[src/sv/assert_macros.svh]
// Assertion macros shared by the RTL
`ifndef ASSERT_MACROS_SVH
`define ASSERT_MACROS_SVH

// same-cycle implication, checked out of reset
`define ASSERT_SAME(lbl, ante, cons, msg) \
    lbl: assert property (@(posedge i_clk) disable iff (!i_rst_n) (ante) |-> (cons)) \
        else $error(msg);

// next-cycle implication, checked out of reset
`define ASSERT_NEXT(lbl, ante, cons, msg) \
    lbl: assert property (@(posedge i_clk) disable iff (!i_rst_n) (ante) |=> (cons)) \
        else $error(msg);

`endif

[src/sv/spq_pkg.sv]
// Types and codes of the sorted priority queue
package spq_pkg;

    localparam int OP_W    = 1;
    localparam int PRIO_W  = 16;
    localparam int DATA_W  = 32;
    localparam int STAT_W  = 2;
    localparam int TOTAL_W = 5;

    localparam logic [OP_W-1:0] OP_INSERT = 1'b0;
    localparam logic [OP_W-1:0] OP_REMOVE = 1'b1;

    localparam logic [STAT_W-1:0] ST_DONE      = 2'd0;
    localparam logic [STAT_W-1:0] ST_FULL      = 2'd1;
    localparam logic [STAT_W-1:0] ST_NOT_FOUND = 2'd2;
    localparam logic [STAT_W-1:0] ST_EMPTY     = 2'd3;

    typedef struct packed {
        logic load;
        logic compare;
        logic commit;
    } t_cmd;

    typedef struct packed {
        logic [DATA_W-1:0] payload;
        logic [PRIO_W-1:0] priority_req;
        logic [OP_W-1:0]   operation;
    } t_req;

    typedef struct packed {
        logic                is_empty;
        logic [TOTAL_W-1:0]  entry_total;
        logic [DATA_W-1:0]   head_payload;
        logic [PRIO_W-1:0]   head_priority;
        logic [STAT_W-1:0]   status;
    } t_result;

endpackage

[src/sv/spq_ctrl.sv]
// Sequencer of the sorted priority queue: request, compare, commit
module spq_ctrl import spq_pkg::*; (
    input  logic i_clk,
    input  logic i_rst_n,
    input  logic i_in_valid,
    output logic o_in_ready,
    input  logic i_out_ready,
    output logic o_out_valid,
    output t_cmd o_cmd
);

    localparam logic [1:0] S_IDLE = 2'd0;
    localparam logic [1:0] S_CMP  = 2'd1;
    localparam logic [1:0] S_UPD  = 2'd2;

    logic [1:0] r_state, n_state;
    logic       r_out_valid, n_out_valid;
    logic       w_accept, w_commit;

    assign o_in_ready  = (r_state == S_IDLE);
    assign w_accept    = i_in_valid && o_in_ready;
    assign w_commit    = (r_state == S_UPD) && (!r_out_valid || i_out_ready);
    assign o_out_valid = r_out_valid;

    always_comb begin
        n_state = r_state;
        unique case (r_state)
            S_IDLE: begin
                if (w_accept) begin
                    n_state = S_CMP;
                end
            end
            S_CMP: begin
                n_state = S_UPD;
            end
            S_UPD: begin
                if (w_commit) begin
                    n_state = S_IDLE;
                end
            end
            default: begin
                n_state = S_IDLE;
            end
        endcase
    end

    always_comb begin
        n_out_valid = r_out_valid;
        if (r_out_valid && i_out_ready) begin
            n_out_valid = 1'b0;
        end
        if (w_commit) begin
            n_out_valid = 1'b1;
        end
    end

    always_comb begin
        o_cmd.load    = w_accept;
        o_cmd.compare = (r_state == S_CMP);
        o_cmd.commit  = w_commit;
    end

    always_ff @(posedge i_clk) begin
        if (!i_rst_n) begin
            r_state     <= S_IDLE;
            r_out_valid <= 1'b0;
        end else begin
            r_state     <= n_state;
            r_out_valid <= n_out_valid;
        end
    end

endmodule

[src/sv/spq_table.sv]
// Datapath of the sorted priority queue: slot table, compare flags, result register
module spq_table import spq_pkg::*; #(
    parameter int CAPACITY      = 16,
    parameter int PRIORITY_BITS = 16,
    parameter int PAYLOAD_BITS  = 32
) (
    input  logic    i_clk,
    input  logic    i_rst_n,
    input  t_cmd    i_cmd,
    input  t_req    i_req,
    output t_result o_result
);

    localparam int PW = (PRIORITY_BITS < PRIO_W) ? PRIORITY_BITS : PRIO_W;
    localparam int DW = (PAYLOAD_BITS < DATA_W) ? PAYLOAD_BITS : DATA_W;
    localparam int CW = $clog2(CAPACITY + 1);

    logic [OP_W-1:0] r_op;
    logic [PW-1:0]   r_prio;
    logic [DW-1:0]   r_data;
    logic [PW-1:0]   r_slot_prio [CAPACITY];
    logic [DW-1:0]   r_slot_data [CAPACITY];
    logic [CW-1:0]   r_count, n_count;
    logic            r_gt [CAPACITY];
    logic            r_found;
    t_result         r_result;

    logic            w_valid [CAPACITY];
    logic            w_eq    [CAPACITY];
    logic [PW-1:0]   w_up_prio [CAPACITY];
    logic [DW-1:0]   w_up_data [CAPACITY];
    logic [PW-1:0]   w_dn_prio [CAPACITY];
    logic [DW-1:0]   w_dn_data [CAPACITY];
    logic            w_ins_here [CAPACITY];
    logic            w_full, w_any_eq;
    logic [PW-1:0]   w_head_prio;
    logic [DW-1:0]   w_head_data;
    logic [STAT_W-1:0] w_status;

    assign w_full = (r_count == CW'(CAPACITY));

    always_comb begin
        w_any_eq = 1'b0;
        for (int j = 0; j < CAPACITY; j++) begin
            w_valid[j] = (CW'(j) < r_count);
            w_eq[j]    = w_valid[j] && (r_slot_prio[j] == r_prio);
            w_any_eq   = w_any_eq | w_eq[j];
        end
    end

    for (genvar j = 0; j < CAPACITY; j++) begin : g_slot
        if (j == 0) begin : g_first
            assign w_up_prio[j]  = r_prio;
            assign w_up_data[j]  = r_data;
            assign w_ins_here[j] = !r_gt[j];
        end else begin : g_rest
            assign w_up_prio[j]  = r_slot_prio[j-1];
            assign w_up_data[j]  = r_slot_data[j-1];
            assign w_ins_here[j] = !r_gt[j] && r_gt[j-1];
        end
        if (j == CAPACITY - 1) begin : g_last
            assign w_dn_prio[j] = r_slot_prio[j];
            assign w_dn_data[j] = r_slot_data[j];
        end else begin : g_inner
            assign w_dn_prio[j] = r_slot_prio[j+1];
            assign w_dn_data[j] = r_slot_data[j+1];
        end

        always_ff @(posedge i_clk) begin
            if (i_cmd.compare) begin
                r_gt[j] <= w_valid[j] && (r_slot_prio[j] > r_prio);
            end
            if (i_cmd.commit) begin
                if (r_op == OP_INSERT) begin
                    if (!w_full && !r_gt[j]) begin
                        r_slot_prio[j] <= w_ins_here[j] ? r_prio : w_up_prio[j];
                        r_slot_data[j] <= w_ins_here[j] ? r_data : w_up_data[j];
                    end
                end else if (r_found && !r_gt[j]) begin
                    r_slot_prio[j] <= w_dn_prio[j];
                    r_slot_data[j] <= w_dn_data[j];
                end
            end
        end
    end

    always_comb begin
        n_count     = r_count;
        w_head_prio = r_slot_prio[0];
        w_head_data = r_slot_data[0];
        if (r_op == OP_INSERT) begin
            w_status = w_full ? ST_FULL : ST_DONE;
            if (!w_full) begin
                n_count = r_count + CW'(1);
                if (!r_gt[0]) begin
                    w_head_prio = r_prio;
                    w_head_data = r_data;
                end
            end
        end else begin
            if (r_count == '0) begin
                w_status = ST_EMPTY;
            end else if (!r_found) begin
                w_status = ST_NOT_FOUND;
            end else begin
                w_status = ST_DONE;
            end
            if (r_found) begin
                n_count = r_count - CW'(1);
                if (!r_gt[0]) begin
                    w_head_prio = r_slot_prio[1];
                    w_head_data = r_slot_data[1];
                end
            end
        end
        if (n_count == '0) begin
            w_head_prio = '0;
            w_head_data = '0;
        end
    end

    always_ff @(posedge i_clk) begin
        if (i_cmd.load) begin
            r_op   <= i_req.operation;
            r_prio <= PW'(i_req.priority_req);
            r_data <= DW'(i_req.payload);
        end
        if (i_cmd.compare) begin
            r_found <= w_any_eq;
        end
        if (i_cmd.commit) begin
            r_result.status        <= w_status;
            r_result.head_priority <= PRIO_W'(w_head_prio);
            r_result.head_payload  <= DATA_W'(w_head_data);
            r_result.entry_total   <= TOTAL_W'(n_count);
            r_result.is_empty      <= (n_count == '0);
        end
    end

    always_ff @(posedge i_clk) begin
        if (!i_rst_n) begin
            r_count <= '0;
        end else if (i_cmd.commit) begin
            r_count <= n_count;
        end
    end

    assign o_result = r_result;

endmodule

[src/sv/sorted_priority_queue.sv]
// Sorted priority queue: top level with stream ports
// Keeps up to CAPACITY entries in descending priority order, head first. Each
// request (insert or remove-by-priority) is handled in steps: register the
// request, compare every slot against it in parallel, then shift the table and
// load the result register; this last step waits while the previous result has
// not yet been taken downstream. A new request is taken in the cycle after the
// previous result is loaded, even while that result still waits downstream;
// requests are handled one at a time. Equal priorities are inserted ahead of
// existing ones; inserts into a full table are dropped with status full.
`include "assert_macros.svh"
module sorted_priority_queue import spq_pkg::*; #(
    parameter int CAPACITY      = 16,
    parameter int PRIORITY_BITS = 16,
    parameter int PAYLOAD_BITS  = 32
) (
    input  logic        i_clk,
    input  logic        i_rst_n,
    input  logic        i_s_axis_tvalid,
    output logic        o_s_axis_tready,
    // operation[0], priority_req[16:1], payload[48:17], zero[55:49]
    input  logic [55:0] i_s_axis_tdata,
    output logic        o_m_axis_tvalid,
    input  logic        i_m_axis_tready,
    // status[1:0], head_priority[17:2], head_payload[49:18], entry_total[54:50],
    // is_empty[55]
    output logic [55:0] o_m_axis_tdata
);

    t_cmd    w_cmd;
    t_req    w_req;
    t_result w_result;

    assign w_req = t_req'(i_s_axis_tdata[$bits(t_req)-1:0]);

    spq_ctrl u_ctrl (
        .i_clk       (i_clk),
        .i_rst_n     (i_rst_n),
        .i_in_valid  (i_s_axis_tvalid),
        .o_in_ready  (o_s_axis_tready),
        .i_out_ready (i_m_axis_tready),
        .o_out_valid (o_m_axis_tvalid),
        .o_cmd       (w_cmd)
    );

    spq_table #(
        .CAPACITY      (CAPACITY),
        .PRIORITY_BITS (PRIORITY_BITS),
        .PAYLOAD_BITS  (PAYLOAD_BITS)
    ) u_table (
        .i_clk    (i_clk),
        .i_rst_n  (i_rst_n),
        .i_cmd    (w_cmd),
        .i_req    (w_req),
        .o_result (w_result)
    );

    assign o_m_axis_tdata = 56'(w_result);

    `ASSERT_NEXT(a_busy_after_accept, i_s_axis_tvalid && o_s_axis_tready, !o_s_axis_tready, "request taken while busy")
    `ASSERT_SAME(a_total_bound, o_m_axis_tvalid && (CAPACITY < 32), w_result.entry_total <= TOTAL_W'(CAPACITY), "entry total beyond capacity")
    `ASSERT_SAME(a_empty_flag, o_m_axis_tvalid, w_result.is_empty == (w_result.entry_total == '0) || (CAPACITY >= 32), "empty flag disagrees with total")
    `ASSERT_SAME(a_empty_head, o_m_axis_tvalid && w_result.is_empty, w_result.head_priority == '0 && w_result.head_payload == '0, "empty queue shows a head")

endmodule
[config.mk]
export PLATFORM = sky130hd
export DESIGN_NAME = sorted_priority_queue
export DESIGN_NICKNAME = d
export VERILOG_FILES = /design/src/sv/spq_pkg.sv /design/src/sv/spq_ctrl.sv /design/src/sv/spq_table.sv /design/src/sv/sorted_priority_queue.sv
export VERILOG_INCLUDE_DIRS = /design/src /design/src/sv
export SDC_FILE = /design/constraint.sdc
export NUM_CORES = 2
export LEC_CHECK = 0
export ABC_CLOCK_PERIOD_IN_PS = 4800
export BUFFER_PORTS_ARGS = -buffer_cell sky130_fd_sc_hd__buf_2
export CAP_MARGIN = 15
export CORE_UTILIZATION = 64
export DETAILED_ROUTE_END_ITERATION = 10
export PLACE_DENSITY = 0.82
export SLEW_MARGIN = 20
export SYNTH_ARGS = -nofsm -noshare
export SYNTH_HDL_FRONTEND = slang
export SYNTH_SLANG_ARGS = --single-unit
export TNS_END_PERCENT = 5
[constraint.sdc]
create_clock -name i_clk -period 4.8 [get_ports i_clk]
set_input_delay 0 -clock i_clk [delete_from_list [all_inputs] [get_ports i_clk]]
set_output_delay 0 -clock i_clk [all_outputs]
set_load 0.01 [all_outputs]
# After elaboration in Yosys (flattened, before gate mapping)
# Memory sizes are Yosys's and may differ from the RTL's.
# Index checks and enable logic that the tools add are counted.
[totals] register_bits=114 ramBits=784 in_bits=60 n_memories=3
[memory_table] name="u_table.r_slot_data" depth=16 word_bits=32 rd=16 rd_ports_with_merged_regs=0 wr=16 line_no="spq_table.sv:22" source="logic [DW-1:0] r_slot_data [CAPACITY];"
[memory_table] name="u_table.r_slot_prio" depth=16 word_bits=16 rd=16 rd_ports_with_merged_regs=0 wr=16 line_no="spq_table.sv:21" source="logic [PW-1:0] r_slot_prio [CAPACITY];"
[memory_table] name="u_table.r_gt" depth=16 word_bits=1 rd=16 rd_ports_with_merged_regs=0 wr=16 line_no="spq_table.sv:24" source="logic r_gt [CAPACITY];"
[op_classes] addsub=2 order_cmp=32 n_eq_ne=21 n_mux=214 n_bitwise=47 reduce_logical=106
[op_table] op="$mux W32" n=36
[op_table] op="$mux W16" n=36
[op_table] op="$eq A16 B16 Y1" n=16
[op_table] op="$gt A16 B16 Y1" n=16
[op_table] op="$mux W1" n=133
[op_table] op="$logic_and A1 B1 Y1" n=82
[op_table] op="$or A1 B1 Y1" n=47
[op_table] op="$lt A4 B5 Y1 const A" n=8
[op_table] op="$lt A3 B5 Y1 const A" n=4
[op_table] op="$logic_not A1 Y1" n=18
[op_table] op="$mux W5" n=3
[op_table] op="$logic_not A5 Y1" n=2
[op_table] op="$lt A1 B5 Y1 const A" n=2
[op_table] op="$lt A2 B5 Y1 const A" n=2
[op_table] op="$mux W2" n=5
[op_table] op="$pmux W2 S3" n=1
[op_table] op="$add A5 B1 Y5 const B" n=1
[op_table] op="$eq A5 B5 Y1 const B" n=1
[op_table] op="$sub A5 B1 Y5 const B" n=1
[op_table] op="$eq A2 B1 Y1 const B" n=1
[op_table] op="$eq A2 B2 Y1 const B" n=1
[op_table] op="$logic_not A2 Y1" n=1
[op_table] op="$ne A2 B1 Y1 const B" n=1
[op_table] op="$ne A2 B2 Y1 const B" n=1
[op_table] op="other kinds (3)" n=3

# Depth between registers and ports, before layout
# An unclocked memory read counts as a cell.
[depth] ltp_word=18 ltp_mapped=11 mapped_depth_nobuf=8

# By module
# A second synthesis with hierarchy kept.
[hier_totals] cells_unflattened=4622 hier_area_um2=50044.2
[modules_own_cells] module="spq_table" instances=1 cells_per_inst=4607 area_per_inst_um2=49890.3 seq_area_each_um2=26825.7
[modules_own_cells] module="spq_ctrl" instances=1 cells_per_inst=15 area_per_inst_um2=153.9 seq_area_each_um2=60.1

# Worst setup path before layout
# OpenSTA, ideal clock, no wires.
[synth_timing] kind="reg2reg" start="reg u_ctrl.r_state[0]" end="mem u_table.r_slot_data[0][0] (netlist name), enable pin" setup_time_ps=471 arrival_ps=3931 required_ps=4329 slack_ps=399 stages_incl_launch_ff=6 n_path_buf=0 period_less_slack_ps=4401 path_cell_list="dfxtp_1 -> nand2b_1 -> nand2b_2 -> inv_2 -> nand2_1 -> o22ai_1"
[synth_lines] element="start, declared" line_no="spq_ctrl.sv:16" source="logic [1:0] r_state, n_state;"
[synth_lines] element="start signal, assigned" line_no="spq_ctrl.sv:68" source="r_state <= n_state;"
[synth_lines] element="end, declared" line_no="spq_table.sv:22"

==> impl.org <==
** Worst setup path
- Max incr delay on CP :: 1.01 ns
- Data arrives at the worst endpoint at 4.16 ns.
- Crit path cell chain :: inv_1, ha_1, and4bb_1, o21ai_2, nand2_1, nor2_4, buf_4
- Top fanout value on the critical path :: 33
- The critical path starts at u_table.r_count[1]$_SDFFE_PN0P_.
- STA classifies the critical path endpoint as a flop.
- Data required, critical path :: between 5 and 6 ns
- Startpoint type of the worst setup path :: flop
- Max stage delay cell, worst path :: nor2_4
- Kind of critical path :: reg -> reg
- For flop-to-flop paths, the worst setup slack is 0.99 ns.
- The startpoint identified for the worst register-to-register timing path is u_table.r_count[1]$_SDFFE_PN0P_.

** Place
- In this run the tool buffered the top-level ports with 110 buffer cells.
- Weighted congestion reported at the end of routability-driven placement :: 0.923
- DP Wirelength :: just over 80000 um
- The placed instances occupy a cell area of 51200 um^2.

** Clock network
- The root buffer cell chosen for the clock tree is clkbuf_16.
- TritonCTS clock tree :: yes
- The number of setup buffers added after CTS is 0.
- The H-tree was split into 3 levels.
- Insertion delay of the later-clocked pin in the worst-skew pair :: 0.67 ns
- Post-cts repair resize count :: 0
- Inserted Clock Buffers :: 96
- Clock transition at the register clock pins on the worst setup and hold paths after CTS :: 0.06 ns
- Hold Buf Count CTS :: 54
- Maximum clock insertion buffer count :: 3
- The clock net in this run drives a total of 898 sinks.

** Logic synthesis
- In the synthesized netlist the async set-or-reset flop fraction comes to 0%.
- Synthesis Warnings :: 0
- Leading cell types by count after synthesis :: edfxtp_1 (890), o21ai_0 (714), nand2_1 (710), mux2i_1 (509), nor2_1 (310)
- #FFs+latches synth :: between 800 and 900
- Yosys instantiated no cell more often than edfxtp_1.
- Gate count of the mapped netlist :: 4599
- Area of the mapped netlist :: between 40000 and 50000 um^2
- Counting flops with a built-in enable in the synthesized netlist gives 890.
- Share of the synthesized area in the top cell type :: 53.5%
- Sequential cell area fraction in the yosys report :: 53.9%
- Ranking of synthesized cells by area :: edfxtp_1 (54%), mux2i_1 (10%), o21ai_0 (7.2%)
- Summed over all instances, the cell type with the most area after synthesis is edfxtp_1.
- Counting every net in the synthesized netlist gives 4919.
- Netlist cell types :: 65
- In the synthesized netlist the dominant register cell turns out to be edfxtp_1.
- Synthesized area per cell :: 10.9 um^2

** Floorplan
- Placeable core region :: ~77000 um^2
- The floorplan step defined a die boundary enclosing 79100 um^2.
- I/O Pins :: roughly 120
- Starting density of the core :: 64.5%
- Die width :: 281 um
- Placement row count :: between 100 and 150
- Die outline height :: 281 um

** Min path
- In this run the worst hold path is classified as in -> reg.
- Launch point of the worst hold path :: i_s_axis_tdata[25]

** Power
- Summed over all cells, the static leakage comes to 20.7 nW.
- IR analysis of the VDD net gives a maximum drop of 0.338 mV.
- Design Power :: approximately 18 mW
- PD cells :: 321 nW/um^2

** Cells and area
- Nets :: 4900
- Measured on the finished design, the core utilization comes to 70.8%.
- The area growth from synthesis to layout is 9.78%.
- The finished cells cover 54800 um^2.
- Of the cells placed in the final design, the portion with a size suffix greater than 1 is 11.1%.
- Diode count :: 0

** STA
- In the final timing run, aggregate negative setup slack is 0 ns.
- Maximum clock rate :: 0.262 GHz
- For the finished layout, the period the worst path requires is 3.81 ns.
- Setup violations remaining at the end of the flow were counted as 0.
- Clock Skew :: 0.0206 ns
- Setup repair after global routing left no endpoint under its margin.
- Tcrit/Tclk final :: 79.4%
- Number of hold-slack violations in the final timing report :: 0
- Max-slew violation count :: 0
- On the final layout, the worst hold slack is 0.0467 ns.
- For the pin with the worst max-slew slack, the measured transition is approximately 1.1 ns.
- Headroom to the max-slew limit came out at 27.5%.

** Detailed routing
- The first TritonRoute pass finished after 6 iterations.
- The detailed router finished its first iteration with 3118 violations.
- Routed wire length :: 121000 um
- Dividing the detail-routed wire length by the instance count gives 21.2 um.
- Post-DRT Antenna Nets :: 0
- Dividing the detail-routed via count by the number of cells gives 6.33.
- Number of remaining DRC errors :: 0
- Number of vias after detailed routing :: 36076

** GRT
- Largest net degree at the start of global routing :: 98
- The number of antenna violations at the first check in global routing was 0.
- Global routing used 30.2% of the available tracks across all layers.
- Vias in the first global route :: around 36000
- Sum of overflow across all layers after global routing :: 0
- The first global-routing pass estimated about 190000 um of wire.

** Run status
- The run finished with clean final reports.

** Flow run
- Max-cap violations in this run came to 0.
==> final timing paths <==
| kind | end | cells after the start |
|---|---|---|
| setup / recovery | u_table.r_slot_data[4][22]$_DFFE_PP_ | 7 |
| hold / removal | u_table.r_data[8]$_DFFE_PP_ | 2 |
| setup reg to reg | u_table.r_slot_data[4][22]$_DFFE_PP_ | 7 |
| hold reg to reg | u_table.r_slot_data[7][26]$_DFFE_PP_ | 2 |
==> registers in the layout, summed over array words and instances (netlist names) <==
register             count
u_ctrl.r_state           2
u_table.r_data          32
u_table.r_prio          16
u_table.o_result        56
u_ctrl.o_out_valid       1
u_table.r_gt            16
u_table.r_count          5
u_table.r_slot_data    512
u_table.r_found          1
u_table.r_op             1
u_table.r_slot_prio    256
==> power breakdown <==
group / total, mW / leakage (nW) / internal (mW) / switching, mW
Sequential: 8.95 / 8.14 / 8.77 / 0.182
Clock: 7.31 / 1.49 / 4.12 / 3.19
Combinational: 1.31 / 11.1 / 0.542 / 0.766
Total: 17.6 / 20.7 / 13.4 / 4.14
==> metal layers <==
| metal | global-route usage, % | vias to the layer above | routed length (um) |
|---|---|---|---|
| met5 | 0 | - | 0 |
| met3 | 3.30 | 262 | 5810 |
| met2 | 53.5 | 1159 | 62400 |
| met1 | 38.6 | 17798 | 48800 |
| li1 | - | 16857 | - |
| met4 | 10.2 | 0 | 3920 |
==> per-stage QoR <==
step / std cells / setup WS, ns
detailed placement: 5467 / 1.07
floorplan: 4599 / 0.399
finish: 5698 / 0.988
global placement: 5467 / 1.16
global route: 5698 / 0.814
CTS: 5697 / 1.06
==> critical path: cells and delay by family, from the launching register on <==
family / cells / cell delay [ns]
buffers and inverters: 2 / 0.58
AO/OA/AOI/OAI: 1 / 0.16
adder cells (fa/ha/maj): 1 / 0.25
AND/OR/NAND/NOR: 3 / 1.82
flip-flops: 1 / 0.66
==> cell families (layout without fill, tap and decap cells) <==
group / Yosys count / in the layout / share of synthesized area, %
XOR/XNOR: 5 / 5 / 0.0877
multiplexers: 621 / 621 / 12.7
adder cells (fa/ha/maj): 260 / 260 / 6.52
flip-flops: 898 / 898 / 53.9
buffers and inverters: 409 / 468 / 3.38
AND/OR/NAND/NOR: 1190 / 1190 / 9.85
AO/OA/AOI/OAI: 1216 / 1216 / 13.6
==> layout by cell type (no fill, tap or decap), types with 3 or more instances in the layout <==
| cell type | count |
|---|---|
| edfxtp_1 | 890 |
| clkinv_1 | 38 |
| nor2_1 | 279 |
| clkinv_2 | 22 |
| a2111oi_0 | 6 |
| nand3_1 | 3 |
| a21oi_1 | 270 |
| dlygate4sd3_1 | 54 |
| clkbuf_1 | 20 |
| xnor2_1 | 4 |
| nor3_1 | 8 |
| dfxtp_1 | 8 |
| o21ai_0 | 714 |
| a211oi_1 | 56 |
| a21boi_0 | 5 |
| bufinv_16 | 7 |
| and2_1 | 3 |
| nor2b_1 | 19 |
| nand2b_1 | 14 |
| a211oi_2 | 10 |
| buf_12 | 3 |
| nor2_4 | 31 |
| mux2i_1 | 509 |
| or2_2 | 7 |
| a31oi_1 | 3 |
| nand2_1 | 710 |
| o21a_1 | 26 |
| a21o_1 | 96 |
| nor4_1 | 14 |
| nand2b_2 | 15 |
| ha_1 | 260 |
| or3_1 | 7 |
| nand4_1 | 64 |
| buf_4 | 83 |
| buf_2 | 110 |
| mux2_2 | 112 |
| o31ai_1 | 5 |
| inv_1 | 25 |
| clkbuf_16 | 97 |
==> area by class of cell <==
cell class / count / area [um^2]
Multi-Input combinational cell: 3292 / 21600
Timing Repair Buffer: 251 / 1800
Clock buffer: 119 / 2530
Tap cell: 1040 / 1300
Inverter: 41 / 154
Sequential cell: 898 / 26900
Clock inverter: 57 / 488
Fill cell: 5543 / 22500
Note: power is estimated with default switching activity, not from simulation.
